--- config.mk ---
export PLATFORM = sky130hd
export DESIGN_NAME = integer_calculator_alu
export DESIGN_NICKNAME = d
export VERILOG_FILES = /design/src/rtl/ica_pkg.sv /design/src/rtl/ica_ctrl.sv /design/src/rtl/ica_dpath.sv /design/src/rtl/integer_calculator_alu.sv
export SDC_FILE = /design/constraint.sdc
export NUM_CORES = 2
export LEC_CHECK = 0
export CAP_MARGIN = 15
export CORE_ASPECT_RATIO = 1.75
export CORE_UTILIZATION = 31
export CTS_BUF_LIST = sky130_fd_sc_hd__clkbuf_8
export DETAILED_ROUTE_END_ITERATION = 16
export DONT_BUFFER_PORTS = 1
export PLACE_DENSITY = 0.5
export SKIP_CTS_REPAIR_TIMING = 1
export SLEW_MARGIN = 0
export SYNTH_ARGS = -nofsm -noshare
export SYNTH_HDL_FRONTEND = slang
export SYNTH_SLANG_ARGS = --single-unit
--- constraint.sdc ---
create_clock -name clock -period 35.7 [get_ports clock]
set_input_delay 1.785 -clock clock [delete_from_list [all_inputs] [get_ports clock]]
set_output_delay 1.785 -clock clock [all_outputs]
set_load 0.02 [all_outputs]
--- src/rtl/ica_pkg.sv ---
`default_nettype none

package ica_pkg;

   // Default arithmetic width
   localparam int DATA_WIDTH_DEFAULT = 64;

   // Port field widths
   localparam int OPERAND_WIDTH = 64;
   localparam int OP_WIDTH      = 3;
   localparam int STATUS_WIDTH  = 2;

   // Digit width of the shared multiplier (multiplicand times one digit)
   localparam int DIGIT_WIDTH = 8;

   // Operation codes
   localparam logic [OP_WIDTH-1:0] OP_ADD  = 3'd0;
   localparam logic [OP_WIDTH-1:0] OP_SUB  = 3'd1;
   localparam logic [OP_WIDTH-1:0] OP_MUL  = 3'd2;
   localparam logic [OP_WIDTH-1:0] OP_DIV  = 3'd3;
   localparam logic [OP_WIDTH-1:0] OP_REM  = 3'd4;
   localparam logic [OP_WIDTH-1:0] OP_FACT = 3'd5;

   // Status codes
   localparam logic [STATUS_WIDTH-1:0] ST_OK       = 2'd0;
   localparam logic [STATUS_WIDTH-1:0] ST_INVALID  = 2'd1;
   localparam logic [STATUS_WIDTH-1:0] ST_DIV_ZERO = 2'd2;
   localparam logic [STATUS_WIDTH-1:0] ST_NEG_FACT = 2'd3;

   // Commands from the controller to the datapath
   typedef struct packed {
      logic load;
      logic step;
      logic finish;
   } ctrl_cmd_type;

   // Status from the datapath to the controller
   typedef struct packed {
      logic done;
   } dp_sts_type;

endpackage

`default_nettype wire

--- src/rtl/ica_ctrl.sv ---
`default_nettype none

module ica_ctrl (
   input  wire logic               clock,
   input  wire logic               reset,
   input  wire logic               req_valid,
   output logic                    req_stall,
   output logic                    rsp_valid,
   input  wire logic               rsp_stall,
   input  wire ica_pkg::dp_sts_type sts,
   output ica_pkg::ctrl_cmd_type   cmd
);

   localparam logic [1:0] S_IDLE = 2'd0;
   localparam logic [1:0] S_BUSY = 2'd1;
   localparam logic [1:0] S_RESP = 2'd2;

   logic [1:0] state_ff;
   logic [1:0] state_in;

   // Sequence one item: load, iterate until done, present the result
   always_comb begin
      state_in   = state_ff;
      cmd.load   = 1'b0;
      cmd.step   = 1'b0;
      cmd.finish = 1'b0;
      case (state_ff)
         S_IDLE: begin
            if (req_valid) begin
               cmd.load = 1'b1;
               state_in = S_BUSY;
            end
         end
         S_BUSY: begin
            if (sts.done) begin
               cmd.finish = 1'b1;
               state_in   = S_RESP;
            end else begin
               cmd.step = 1'b1;
            end
         end
         S_RESP: begin
            if (!rsp_stall) begin
               state_in = S_IDLE;
            end
         end
         default: begin
            state_in = S_IDLE;
         end
      endcase
   end

   assign req_stall = (state_ff != S_IDLE);
   assign rsp_valid = (state_ff == S_RESP);

   // Advance the state
   always_ff @(posedge clock) begin
      if (reset) begin
         state_ff <= S_IDLE;
      end else begin
         state_ff <= state_in;
      end
   end

endmodule

`default_nettype wire

--- src/rtl/ica_dpath.sv ---
`default_nettype none

module ica_dpath #(
   parameter int DATA_WIDTH = ica_pkg::DATA_WIDTH_DEFAULT
) (
   input  wire logic                                clock,
   input  wire ica_pkg::ctrl_cmd_type               cmd,
   output ica_pkg::dp_sts_type                      sts,
   input  wire logic [ica_pkg::OP_WIDTH-1:0]        req_operation,
   input  wire logic [ica_pkg::OPERAND_WIDTH-1:0]   req_operand_a,
   input  wire logic [ica_pkg::OPERAND_WIDTH-1:0]   req_operand_b,
   output logic      [ica_pkg::OPERAND_WIDTH-1:0]   rsp_result_value,
   output logic      [ica_pkg::STATUS_WIDTH-1:0]    rsp_status
);

   localparam int W         = DATA_WIDTH;
   localparam int DW        = ica_pkg::DIGIT_WIDTH;
   localparam int CNT_W     = $clog2(W + 1);
   localparam int MUL_STEPS = (W + DW - 1) / DW;
   // n! is zero modulo 2^W well before this bound
   localparam int FACT_LIMIT = 2 * W + 2;

   logic [ica_pkg::OP_WIDTH-1:0] op_ff;
   logic [W-1:0]                 a_ff;
   logic [W-1:0]                 b_ff;
   logic [W-1:0]                 acc_ff, acc_in;
   logic [W-1:0]                 x_ff, x_in;
   logic [W-1:0]                 y_ff, y_in;
   logic [W-1:0]                 rem_ff, rem_in;
   logic [CNT_W-1:0]             cnt_ff, cnt_in;
   logic [DW-1:0]                idx_ff, idx_in;
   logic [ica_pkg::OPERAND_WIDTH-1:0] res_ff, res_in;
   logic [ica_pkg::STATUS_WIDTH-1:0]  st_ff, st_in;

   logic [W-1:0]     ld_a;
   logic [W-1:0]     ld_b;
   logic [W-1:0]     ld_mag_a;
   logic [W-1:0]     ld_mag_b;
   logic             a_neg;
   logic             b_neg;
   logic             b_zero;
   logic             fact_big;
   logic [DW-1:0]    fact_n;
   logic [W-1:0]     mul_x;
   logic [DW-1:0]    mul_d;
   logic [W+DW-1:0]  prod;
   logic [W:0]       shifted;
   logic [W:0]       diff;
   logic [W-1:0]     res_w;

   // Take the operands at the datapath width
   assign ld_a     = req_operand_a[W-1:0];
   assign ld_b     = req_operand_b[W-1:0];
   assign ld_mag_a = ld_a[W-1] ? (~ld_a + W'(1)) : ld_a;
   assign ld_mag_b = ld_b[W-1] ? (~ld_b + W'(1)) : ld_b;

   assign a_neg    = a_ff[W-1];
   assign b_neg    = b_ff[W-1];
   assign b_zero   = (b_ff == '0);
   assign fact_big = (a_ff > W'(FACT_LIMIT));
   assign fact_n   = a_ff[DW-1:0];

   // Shared multiplier: W-bit value times one digit
   assign mul_x = (op_ff == ica_pkg::OP_FACT) ? acc_ff : x_ff;
   assign mul_d = (op_ff == ica_pkg::OP_FACT) ? idx_ff : y_ff[DW-1:0];
   assign prod  = {{DW{1'b0}}, mul_x} * {{W{1'b0}}, mul_d};

   // One restoring divide step
   assign shifted = {rem_ff, acc_ff[W-1]};
   assign diff    = shifted - {1'b0, x_ff};

   // Report when the current item needs no more steps
   always_comb begin
      sts.done = 1'b1;
      case (op_ff)
         ica_pkg::OP_MUL: begin
            sts.done = (cnt_ff == CNT_W'(MUL_STEPS));
         end
         ica_pkg::OP_DIV, ica_pkg::OP_REM: begin
            sts.done = b_zero || (cnt_ff == CNT_W'(W));
         end
         ica_pkg::OP_FACT: begin
            sts.done = a_neg || fact_big || (idx_ff > fact_n) || (acc_ff == '0);
         end
         default: begin
            sts.done = 1'b1;
         end
      endcase
   end

   // Load the work registers or advance one step
   always_comb begin
      acc_in = acc_ff;
      x_in   = x_ff;
      y_in   = y_ff;
      rem_in = rem_ff;
      cnt_in = cnt_ff;
      idx_in = idx_ff;
      if (cmd.load) begin
         acc_in = '0;
         x_in   = ld_a;
         y_in   = ld_b;
         rem_in = '0;
         cnt_in = '0;
         idx_in = DW'(2);
         if (req_operation inside {ica_pkg::OP_DIV, ica_pkg::OP_REM}) begin
            acc_in = ld_mag_a;
            x_in   = ld_mag_b;
         end else if (req_operation == ica_pkg::OP_FACT) begin
            acc_in = W'(1);
         end
      end else if (cmd.step) begin
         case (op_ff)
            ica_pkg::OP_MUL: begin
               acc_in = acc_ff + prod[W-1:0];
               x_in   = x_ff << DW;
               y_in   = y_ff >> DW;
               cnt_in = cnt_ff + CNT_W'(1);
            end
            ica_pkg::OP_DIV, ica_pkg::OP_REM: begin
               if (!diff[W]) begin
                  rem_in = diff[W-1:0];
                  acc_in = {acc_ff[W-2:0], 1'b1};
               end else begin
                  rem_in = shifted[W-1:0];
                  acc_in = {acc_ff[W-2:0], 1'b0};
               end
               cnt_in = cnt_ff + CNT_W'(1);
            end
            ica_pkg::OP_FACT: begin
               acc_in = prod[W-1:0];
               idx_in = idx_ff + DW'(1);
            end
            default: begin
               acc_in = acc_ff;
            end
         endcase
      end
   end

   // Form the result and status of the finished item
   always_comb begin
      res_w = '0;
      st_in = ica_pkg::ST_OK;
      case (op_ff)
         ica_pkg::OP_ADD: begin
            res_w = a_ff + b_ff;
         end
         ica_pkg::OP_SUB: begin
            res_w = a_ff - b_ff;
         end
         ica_pkg::OP_MUL: begin
            res_w = acc_ff;
         end
         ica_pkg::OP_DIV: begin
            if (b_zero) begin
               st_in = ica_pkg::ST_DIV_ZERO;
            end else begin
               res_w = (a_neg != b_neg) ? (~acc_ff + W'(1)) : acc_ff;
            end
         end
         ica_pkg::OP_REM: begin
            if (b_zero) begin
               st_in = ica_pkg::ST_DIV_ZERO;
            end else begin
               res_w = a_neg ? (~rem_ff + W'(1)) : rem_ff;
            end
         end
         ica_pkg::OP_FACT: begin
            if (a_neg) begin
               st_in = ica_pkg::ST_NEG_FACT;
            end else if (!fact_big) begin
               res_w = acc_ff;
            end
         end
         default: begin
            st_in = ica_pkg::ST_INVALID;
         end
      endcase
      if (st_in != ica_pkg::ST_OK) begin
         res_w = '0;
      end
      res_in = ica_pkg::OPERAND_WIDTH'(signed'(res_w));
   end

   // Hold operands and work registers
   always_ff @(posedge clock) begin
      if (cmd.load) begin
         op_ff <= req_operation;
         a_ff  <= ld_a;
         b_ff  <= ld_b;
      end
      acc_ff <= acc_in;
      x_ff   <= x_in;
      y_ff   <= y_in;
      rem_ff <= rem_in;
      cnt_ff <= cnt_in;
      idx_ff <= idx_in;
      if (cmd.finish) begin
         res_ff <= res_in;
         st_ff  <= st_in;
      end
   end

   assign rsp_result_value = res_ff;
   assign rsp_status       = st_ff;

endmodule

`default_nettype wire

--- src/rtl/integer_calculator_alu.sv ---
// Signed integer ALU: add, subtract, multiply, divide, remainder, factorial.
// Input channel req_*: one item is an operation code and two signed operands,
// taken when req_valid is high and req_stall is low. Result channel rsp_*:
// one item per input, a signed result and a status, taken when rsp_valid is
// high and rsp_stall is low.
// One item is worked on at a time; req_stall stays high from acceptance until
// the result has been taken. Work per item after acceptance:
//   add, subtract, errors, invalid codes: no iterative steps
//   multiply: one 8-bit digit per cycle
//   divide, remainder: one quotient bit a cycle
//   factorial of n: one factor a cycle, until all factors up to n are in
//     or the product wraps to zero
// The shared DATA_WIDTH by 8 multiplier and the restoring divide step do the
// iterative work. The next item is accepted in the cycle after the result is
// taken. While rsp_stall is high the result holds and no item is accepted.
// Reset returns the controller to idle; no result is pending afterwards.
`default_nettype none

module integer_calculator_alu #(
   parameter int DATA_WIDTH = ica_pkg::DATA_WIDTH_DEFAULT
) (
   input  wire logic                              clock,
   input  wire logic                              reset,
   input  wire logic                              req_valid,
   output logic                                   req_stall,
   input  wire logic [ica_pkg::OP_WIDTH-1:0]      req_operation,
   input  wire logic [ica_pkg::OPERAND_WIDTH-1:0] req_operand_a,
   input  wire logic [ica_pkg::OPERAND_WIDTH-1:0] req_operand_b,
   output logic                                   rsp_valid,
   input  wire logic                              rsp_stall,
   output logic      [ica_pkg::OPERAND_WIDTH-1:0] rsp_result_value,
   output logic      [ica_pkg::STATUS_WIDTH-1:0]  rsp_status
);

   ica_pkg::ctrl_cmd_type cmd;
   ica_pkg::dp_sts_type   sts;

   // Sequence each item
   ica_ctrl u_ctrl (
      .clock     (clock),
      .reset     (reset),
      .req_valid (req_valid),
      .req_stall (req_stall),
      .rsp_valid (rsp_valid),
      .rsp_stall (rsp_stall),
      .sts       (sts),
      .cmd       (cmd)
   );

   // Compute the result
   ica_dpath #(
      .DATA_WIDTH (DATA_WIDTH)
   ) u_dpath (
      .clock            (clock),
      .cmd              (cmd),
      .sts              (sts),
      .req_operation    (req_operation),
      .req_operand_a    (req_operand_a),
      .req_operand_b    (req_operand_b),
      .rsp_result_value (rsp_result_value),
      .rsp_status       (rsp_status)
   );

endmodule

`default_nettype wire

---- Word-level counts from Yosys, hierarchy flattened ----
Cells that the tools add are included.
W data, S select, Z words.
storage, ports and cells
  memories ................................ 0
  RAM bits ................................ 0
  register bits ........................... 470
  word-level logic and storage cells ...... 106
  memory bits (read-only) ................. 0
  bits in latches ......................... 0
operators by class
  multiplexer cells ....................... 38
  div/mod/pow operators ................... 0
  shift operators ......................... 0
  equality and inequality tests ........... 16
  magnitude comparators ................... 2
  bitwise gates (word level) .............. 4
  $mul .................................... 1
  reduce and logical (&&, ||, !) cells .... 23
  add/subtract/negate cells ............... 10
operators by type and width
  operator                 number
  $mux W64                 20
  $pmux W64 S6             1
  $add A64 B1 Y64 const B  4
  $not A64 Y64             4
  $pmux W64 S3             1
  $add A64 B64 Y64         2
  $logic_not A64 Y1        2
  $sub A65 B64 Y65         1
  $gt A64 B8 Y1 const B    1
  $mul A64 B8 Y64          1
  $sub A64 B64 Y64         1
  $eq A3 B3 Y1 const B     4
  $mux W2                  6
  $pmux W2 S3              2
  $reduce_and A2 Y1        5
  $reduce_bool A2 Y1       5
  $eq A3 B2 Y1 const B     3
  $add A8 B1 Y8 const B    1
  $gt A8 B8 Y1             1
  $mux W8                  1
  $add A7 B1 Y7 const B    1
  $eq A7 B4 Y1 const B     1
  $eq A7 B7 Y1 const B     1
  $mux W1                  6
  13 further kinds         19

---- Logic depth before layout (Yosys ltp) ----
  depth in word-level cells ............... 9
  mapped depth ............................ 43
  depth with buffers taken out ............ 37

---- Hierarchy ----
Synthesis repeated with hierarchy kept, for this count alone.
unflattened totals
  cell total of the unflattened synthesis .. 6283
  area, all modules ....................... 52957.0 µm²
by module, submodules not included
  module     instances  area an instance (µm²)  seq. area each (µm²)  cells an instance
  ica_dpath  1          52840.7                 13262.7               6270
  ica_ctrl   1          116.4                   40.0                  13

---- Worst setup path before layout ----
Ideal clock, no wire load.
  path kind ............................... reg2reg
  start point ............................. register u_dpath.b_ff[11]
  end point ............................... register u_dpath.x_ff[0], enable pin
  stages on the path, launching flop included .. 13
  path slack .............................. 23704 ps
  library setup time ...................... 802 ps
  data arrival time ....................... 11194 ps
  period minus slack after synthesis ...... 11996 ps
  path through ............................ edfxtp_1 > or4_1 > or3_1 > clkbuf_1 > or4_1 > or3_1 > clkbuf_1 > nor2_1 > nand2_1 > o21ai_1 > nor2_1 > nand2_1 > o31ai_1
on the way
  word-level cells in the longest chain between the ends .. 7
RTL lines
  what                                 RTL line          source
  start: declaration                   ica_dpath.sv:25   logic [W-1:0] b_ff;
  start signal: assignment             ica_dpath.sv:191  b_ff <= ld_b;
  $logic_not A64 Y1                    ica_dpath.sv:59   assign b_zero = (b_ff == '0);
  $logic_or A1 B1 Y1                   ica_dpath.sv:80   sts.done = b_zero || (cnt_ff == CNT_W'(W));
  $pmux W1 S3                          ica_dpath.sv:75   case (op_ff)
  $mux W1                              ica_ctrl.sv:35    if (sts.done) begin
  $mux W2                              ica_ctrl.sv:27    case (state_ff)
  $reduce_bool A2 Y1 (no source line)  -
  $reduce_and A2 Y1 (no source line)   -
  end signal: assignment               ica_dpath.sv:194  x_ff <= x_in;
  end: declaration                     ica_dpath.sv:27   logic [W-1:0] x_ff, x_in;
No other way between the ends.
A chain may end at the register's enable or synchronous reset.

---- Worst setup path after layout ----
  start point ............................. register u_dpath.op_ff[2] in the netlist's numbering
  end point ............................... register u_dpath.acc_ff[45], data pin
on the way
  word-level cells in the longest chain between the ends .. 7
RTL lines
  what                                 RTL line                                            source
  start: declaration                   ica_dpath.sv:23                                     logic [ica_pkg::OP_WIDTH-1:0] op_ff;
  start signal: assignment             ica_dpath.sv:189                                    op_ff <= req_operation;
  $eq A3 B3 Y1                         ica_dpath.sv:64, ica_dpath.sv:65, ica_dpath.sv:113
  $mux W64 or $mux W8 (tied branches)  ica_dpath.sv:64, ica_dpath.sv:65
  $mul A64 B8 Y64                      ica_dpath.sv:66                                     assign prod = {{DW{1'b0}}, mul_x} * {{W{1'b0}}, mul_d};
  $add A64 B64 Y64                     ica_dpath.sv:115                                    acc_in = acc_ff + prod[W-1:0];
  $pmux W64 S3 (*)                     ica_dpath.sv:113                                    case (op_ff)
  $mux W64 (*)                         ica_dpath.sv:112                                    end else if (cmd.step) begin
  $mux W64 (*)                         ica_dpath.sv:99                                     if (cmd.load) begin
  via u_dpath.acc_in[45]               ica_dpath.sv:26                                     logic [W-1:0] acc_ff, acc_in;
  end signal: assignment               ica_dpath.sv:193                                    acc_ff <= acc_in;
  end: declaration                     ica_dpath.sv:26
The timed path passes the listed nets; every way through them passes the cells marked *. The select of a mux whose other input is x is not followed.

==> flow_summary.html <==
<table>
<tr><th>Metric</th><th>Value</th></tr>
<tr><th colspan="2">Final layout</th></tr>
<tr><td>Number of nets in the final layout</td><td>7052</td></tr>
<tr><td>Share of final-layout standard cells stronger than drive strength 1</td><td>under 10%</td></tr>
<tr><td>Cell area after layout</td><td>about 58000 µm²</td></tr>
<tr><td>Synth-to-layout area growth</td><td>7.66%</td></tr>
<tr><th colspan="2">Floorplanning</th></tr>
<tr><td>Total number of placement rows</td><td>~200</td></tr>
<tr><td>Number of top-level pins</td><td>203</td></tr>
<tr><td>Effective utilization at floorplan</td><td>between 30% and 40%</td></tr>
<tr><td>Horizontal die dimension</td><td>roughly 320 µm</td></tr>
<tr><td>Total die area</td><td>174000 µm²</td></tr>
<tr><td>Placeable core area</td><td>171000 µm²</td></tr>
<tr><td>Die H</td><td>551 µm</td></tr>
<tr><th colspan="2">Yosys</th></tr>
<tr><td>Post-Syn Instances</td><td>around 6.5k</td></tr>
<tr><td>Area share of xor/xnor cells in the synthesized design</td><td>8.37%</td></tr>
<tr><td>Most repeated cell in the gate-level netlist after synthesis</td><td>nor2_1</td></tr>
<tr><td>Netlist area before placement</td><td>53400 µm²</td></tr>
<tr><td>Share of synthesized cell area in full adder, half adder and majority cells</td><td>19.7%</td></tr>
<tr><td>Leading cell types by total area after synthesis</td><td>edfxtp_1 22%, fa_1 13%, ha_1 6.6%, nor2_1 5.0%, a21oi_1 5.0%</td></tr>
<tr><td>Combinational family with the most area after synthesis</td><td>compound AO/OA/AOI/OAI gates</td></tr>
<tr><td>Simple logic cell fraction of the synthesized area</td><td>18.3%</td></tr>
<tr><td>Complex-gate fraction of the synthesized area</td><td>21.2%</td></tr>
<tr><td>Syn_area_per_cell</td><td>8.25 µm²</td></tr>
<tr><td>Mux cell area share after synthesis</td><td>1.50%</td></tr>
<tr><td>Synth Flop Type</td><td>edfxtp_1</td></tr>
<tr><td>Library cell occupying the most area in the post-synthesis netlist</td><td>edfxtp_1</td></tr>
<tr><td>Number of synthesized flops with an enable pin</td><td>389</td></tr>
<tr><td>Number of synthesized register bits</td><td>470</td></tr>
<tr><td>List of most frequent post-synthesis cells</td><td>711 x nor2_1, 704 x nand2_1, 529 x a21oi_1</td></tr>
<tr><td>Number of warnings printed during yosys synthesis</td><td>0</td></tr>
<tr><td>Top cell type's share of synthesized area</td><td>21.9%</td></tr>
<tr><td>Sequential share of the synthesized area</td><td>24.9%</td></tr>
<tr><td>Count of unique library cells instantiated by Yosys</td><td>87</td></tr>
<tr><td>Asr flop ratio synth</td><td>0%</td></tr>
<tr><td>Net count after synthesis</td><td>roughly 7.2k</td></tr>
<tr><th colspan="2">Placed design</th></tr>
<tr><td>Routability-driven placement congestion ratio</td><td>between 0.9 and 1</td></tr>
<tr><td>Estimated wirelength of the detail-placed design</td><td>184000 µm</td></tr>
<tr><td>Area post-placement</td><td>55800 µm²</td></tr>
<tr><td>I/O Buffers</td><td>0</td></tr>
<tr><th colspan="2">Clock network</th></tr>
<tr><td>Clock root cell</td><td>clkbuf_8</td></tr>
<tr><td>Level count of the clock H-tree</td><td>3</td></tr>
<tr><td>Clock latency on the worst-skew pair</td><td>between 0.7 and 0.8 ns</td></tr>
<tr><td>CTS clock-pin slew for the worst setup and hold paths</td><td>0.06 ns</td></tr>
<tr><td>CTS buffer count</td><td>81</td></tr>
<tr><td>Clock net sink count</td><td>470</td></tr>
<tr><td>Clock tree from TritonCTS</td><td>yes</td></tr>
<tr><td>Number of buffers on the longest clock path</td><td>3</td></tr>
<tr><th colspan="2">Routing</th></tr>
<tr><td>Initial drt markers</td><td>around 3.8k</td></tr>
<tr><td>Total routed wirelength</td><td>229000 µm</td></tr>
<tr><td>Antenna-violating nets left</td><td>0</td></tr>
<tr><td>Mean number of vias per cell</td><td>between 5 and 6</td></tr>
<tr><td>Routed wire length per instance</td><td>26.7 µm</td></tr>
<tr><td>Via count of the routed design</td><td>around 49k</td></tr>
<tr><td>Number of search-and-repair iterations in the first detailed-routing pass</td><td>5</td></tr>
<tr><td>DRC Markers</td><td>0</td></tr>
<tr><th colspan="2">STA</th></tr>
<tr><td>Least-Margin Pin Slew</td><td>1.26 ns</td></tr>
<tr><td>Max-slew headroom</td><td>between 15 and 20%</td></tr>
<tr><td>Shortest period the worst path allows</td><td>11.44 ns</td></tr>
<tr><td>Worst clock skew</td><td>0.0670 ns</td></tr>
<tr><td>Final max-slew violation count</td><td>0</td></tr>
<tr><td>Setup repair after global routing missed its margin</td><td>no</td></tr>
<tr><td>Part of the cycle the worst path needs</td><td>32.0%</td></tr>
<tr><td>Number of failing setup endpoints in the final timing report</td><td>0</td></tr>
<tr><td>F_max</td><td>87.4 MHz</td></tr>
<tr><td>Final count of hold timing violations</td><td>0</td></tr>
<tr><td>Fin Setup TNS</td><td>0 ns</td></tr>
<tr><th colspan="2">Min path</th></tr>
<tr><td>Path type of the worst min-delay path</td><td>flip-flop to flip-flop</td></tr>
<tr><td>Startpoint of the tightest hold check path</td><td>u_dpath.y_ff[21]</td></tr>
<tr><td>Worst hold endpoint</td><td>u_dpath.y_ff[13]</td></tr>
<tr><td>Depth of the worst hold-timing path</td><td>2</td></tr>
<tr><th colspan="2">Global route</th></tr>
<tr><td>Number of global-route vias before repair</td><td>49.4k</td></tr>
<tr><td>First-pass GRT wire length</td><td>between 300000 and 400000 µm</td></tr>
<tr><td>Pin count of the biggest net entering global routing</td><td>approximately 170</td></tr>
<tr><td>Overall fraction of global-route tracks in use</td><td>between 20% and 30%</td></tr>
<tr><td>Remaining Overflow, GRT</td><td>0</td></tr>
<tr><td>Number of antenna violations at the first check in global routing</td><td>9</td></tr>
<tr><th colspan="2">Worst setup path</th></tr>
<tr><td>Signal arrival time at the worst endpoint</td><td>roughly 12 ns</td></tr>
<tr><td>Required @ worst endpoint</td><td>36.20 ns</td></tr>
<tr><td>Number of cells on the worst reg-to-reg path</td><td>34</td></tr>
<tr><td>Kind of critical path</td><td>flip-flop to flip-flop</td></tr>
<tr><td>Flop-to-flop setup slack</td><td>24.26 ns</td></tr>
<tr><td>Maximum fanout along the worst path</td><td>around 150</td></tr>
<tr><td>Reg-to-reg critical path endpoint</td><td>u_dpath.acc_ff[45]</td></tr>
<tr><td>Startpoint Class</td><td>flip-flop</td></tr>
<tr><td>CP max stage delay</td><td>0.69 ns</td></tr>
<tr><td>Slowest-stage cell, CP</td><td>a31oi_1</td></tr>
<tr><td>Type of destination of the critical path</td><td>flip-flop</td></tr>
<tr><td>Worst r2r src</td><td>u_dpath.op_ff[2]</td></tr>
<tr><th colspan="2">Status</th></tr>
<tr><td>Result of the run</td><td>finished, final reports clean</td></tr>
<tr><th colspan="2">Job</th></tr>
<tr><td>Max-capacitance violation count</td><td>0</td></tr>
</table>
[per-stage QoR]
step / util, % / hold WS [ns] / setup WS [ns] / instances
after floorplan: - / 0.476 / 23.70 / 6478
after global placement: 32.6 / 0.497 / 24.51 / 8433
after detailed placement: 32.6 / 0.506 / 24.48 / 8433
after CTS: 33.6 / 0.519 / 24.46 / 8578
after global routing: 33.6 / 0.534 / 23.65 / 8582
final: 33.6 / 0.523 / 24.26 / 8582
[critical path: cells and delay by family, from the launching register on]
family / cells / cell delay [ns]
AO/OA/AOI/OAI: 17 / 5.16
adder cells (fa/ha/maj): 6 / 2.94
AND/OR/NAND/NOR: 6 / 1.36
buffers and inverters: 3 / 0.50
flip-flops: 1 / 0.49
XOR/XNOR: 2 / 0.44
[sequential cells by signal (all words and copies together), names as in the netlist]
name                      flops
u_dpath.acc_ff               64
u_dpath.cnt_ff                7
u_dpath.a_ff                 64
u_dpath.rsp_status            2
u_dpath.rem_ff               64
u_dpath.b_ff                 64
u_dpath.idx_ff                8
u_dpath.rsp_result_value     64
u_ctrl.state_ff               2
u_dpath.op_ff                 3
u_dpath.x_ff                 64
u_dpath.y_ff                 64
[cell families (layout without fill, tap and decap cells)]
family / Yosys count / count (layout)
AND/OR/NAND/NOR: 2131 / 2131
AO/OA/AOI/OAI: 1790 / 1790
buffers and inverters: 867 / 737
adder cells (fa/ha/maj): 631 / 631
XOR/XNOR: 509 / 509
flip-flops: 470 / 470
multiplexers: 80 / 80
other: 0 / 1
[cell type report]
cell class / instances / area [µm²]
inverters: 512 / 1930
flip-flops and latches: 470 / 13300
repair buffers: 80 / 647
multi-input cells: 5141 / 37100
diodes: 1 / 2.50
clock inverters: 58 / 519
fillers: 17978 / 114000
well taps: 2233 / 2790
clock buffers: 87 / 1200
[per-layer routing]
layer	GRT usage, %	part of all wire [%]
met1	29.4	38
met2	46.7	51
met3	3.12	5.2
met4	14.5	6.3
met5	0	0.028
[cell usage in the layout (no fill, tap or decap), types with 75 or more instances in the layout]
cell type  synthesis  routed
fa_1             351     351
dfxtp_1           81      81
o21ai_0          420     419
clkbuf_8           0      88
xnor2_1          217     215
inv_1            511     528
edfxtp_1         389     389
a21oi_1          529     529
nand4_1           75      75
nor3_1            84      84
a21o_1           175     175
nand3_1           91      91
xor2_1           291     290
o31ai_1           87      86
nand2_1          704     697
nor2_1           711     704
ha_1             280     280
[worst max path at each step]
stage,start,cells after the start,endpoint,slack [ns]
after floorplan,u_dpath.b_ff[11],12,u_dpath.x_ff[0],23.70
after global placement,u_dpath.op_ff[2],33,u_dpath.acc_ff[44],24.51
after detailed placement,u_dpath.op_ff[2],33,u_dpath.acc_ff[44],24.48
after CTS,u_dpath.op_ff[2],33,u_dpath.acc_ff[44],24.46
after global routing,u_dpath.op_ff[2],33,u_dpath.acc_ff[44],23.65
final,u_dpath.op_ff[2],34,u_dpath.acc_ff[45],24.26
Power is left out: the tool's default activity adds up to more than one toggle a clock period on the data nets, which glitch-free logic cannot reach.
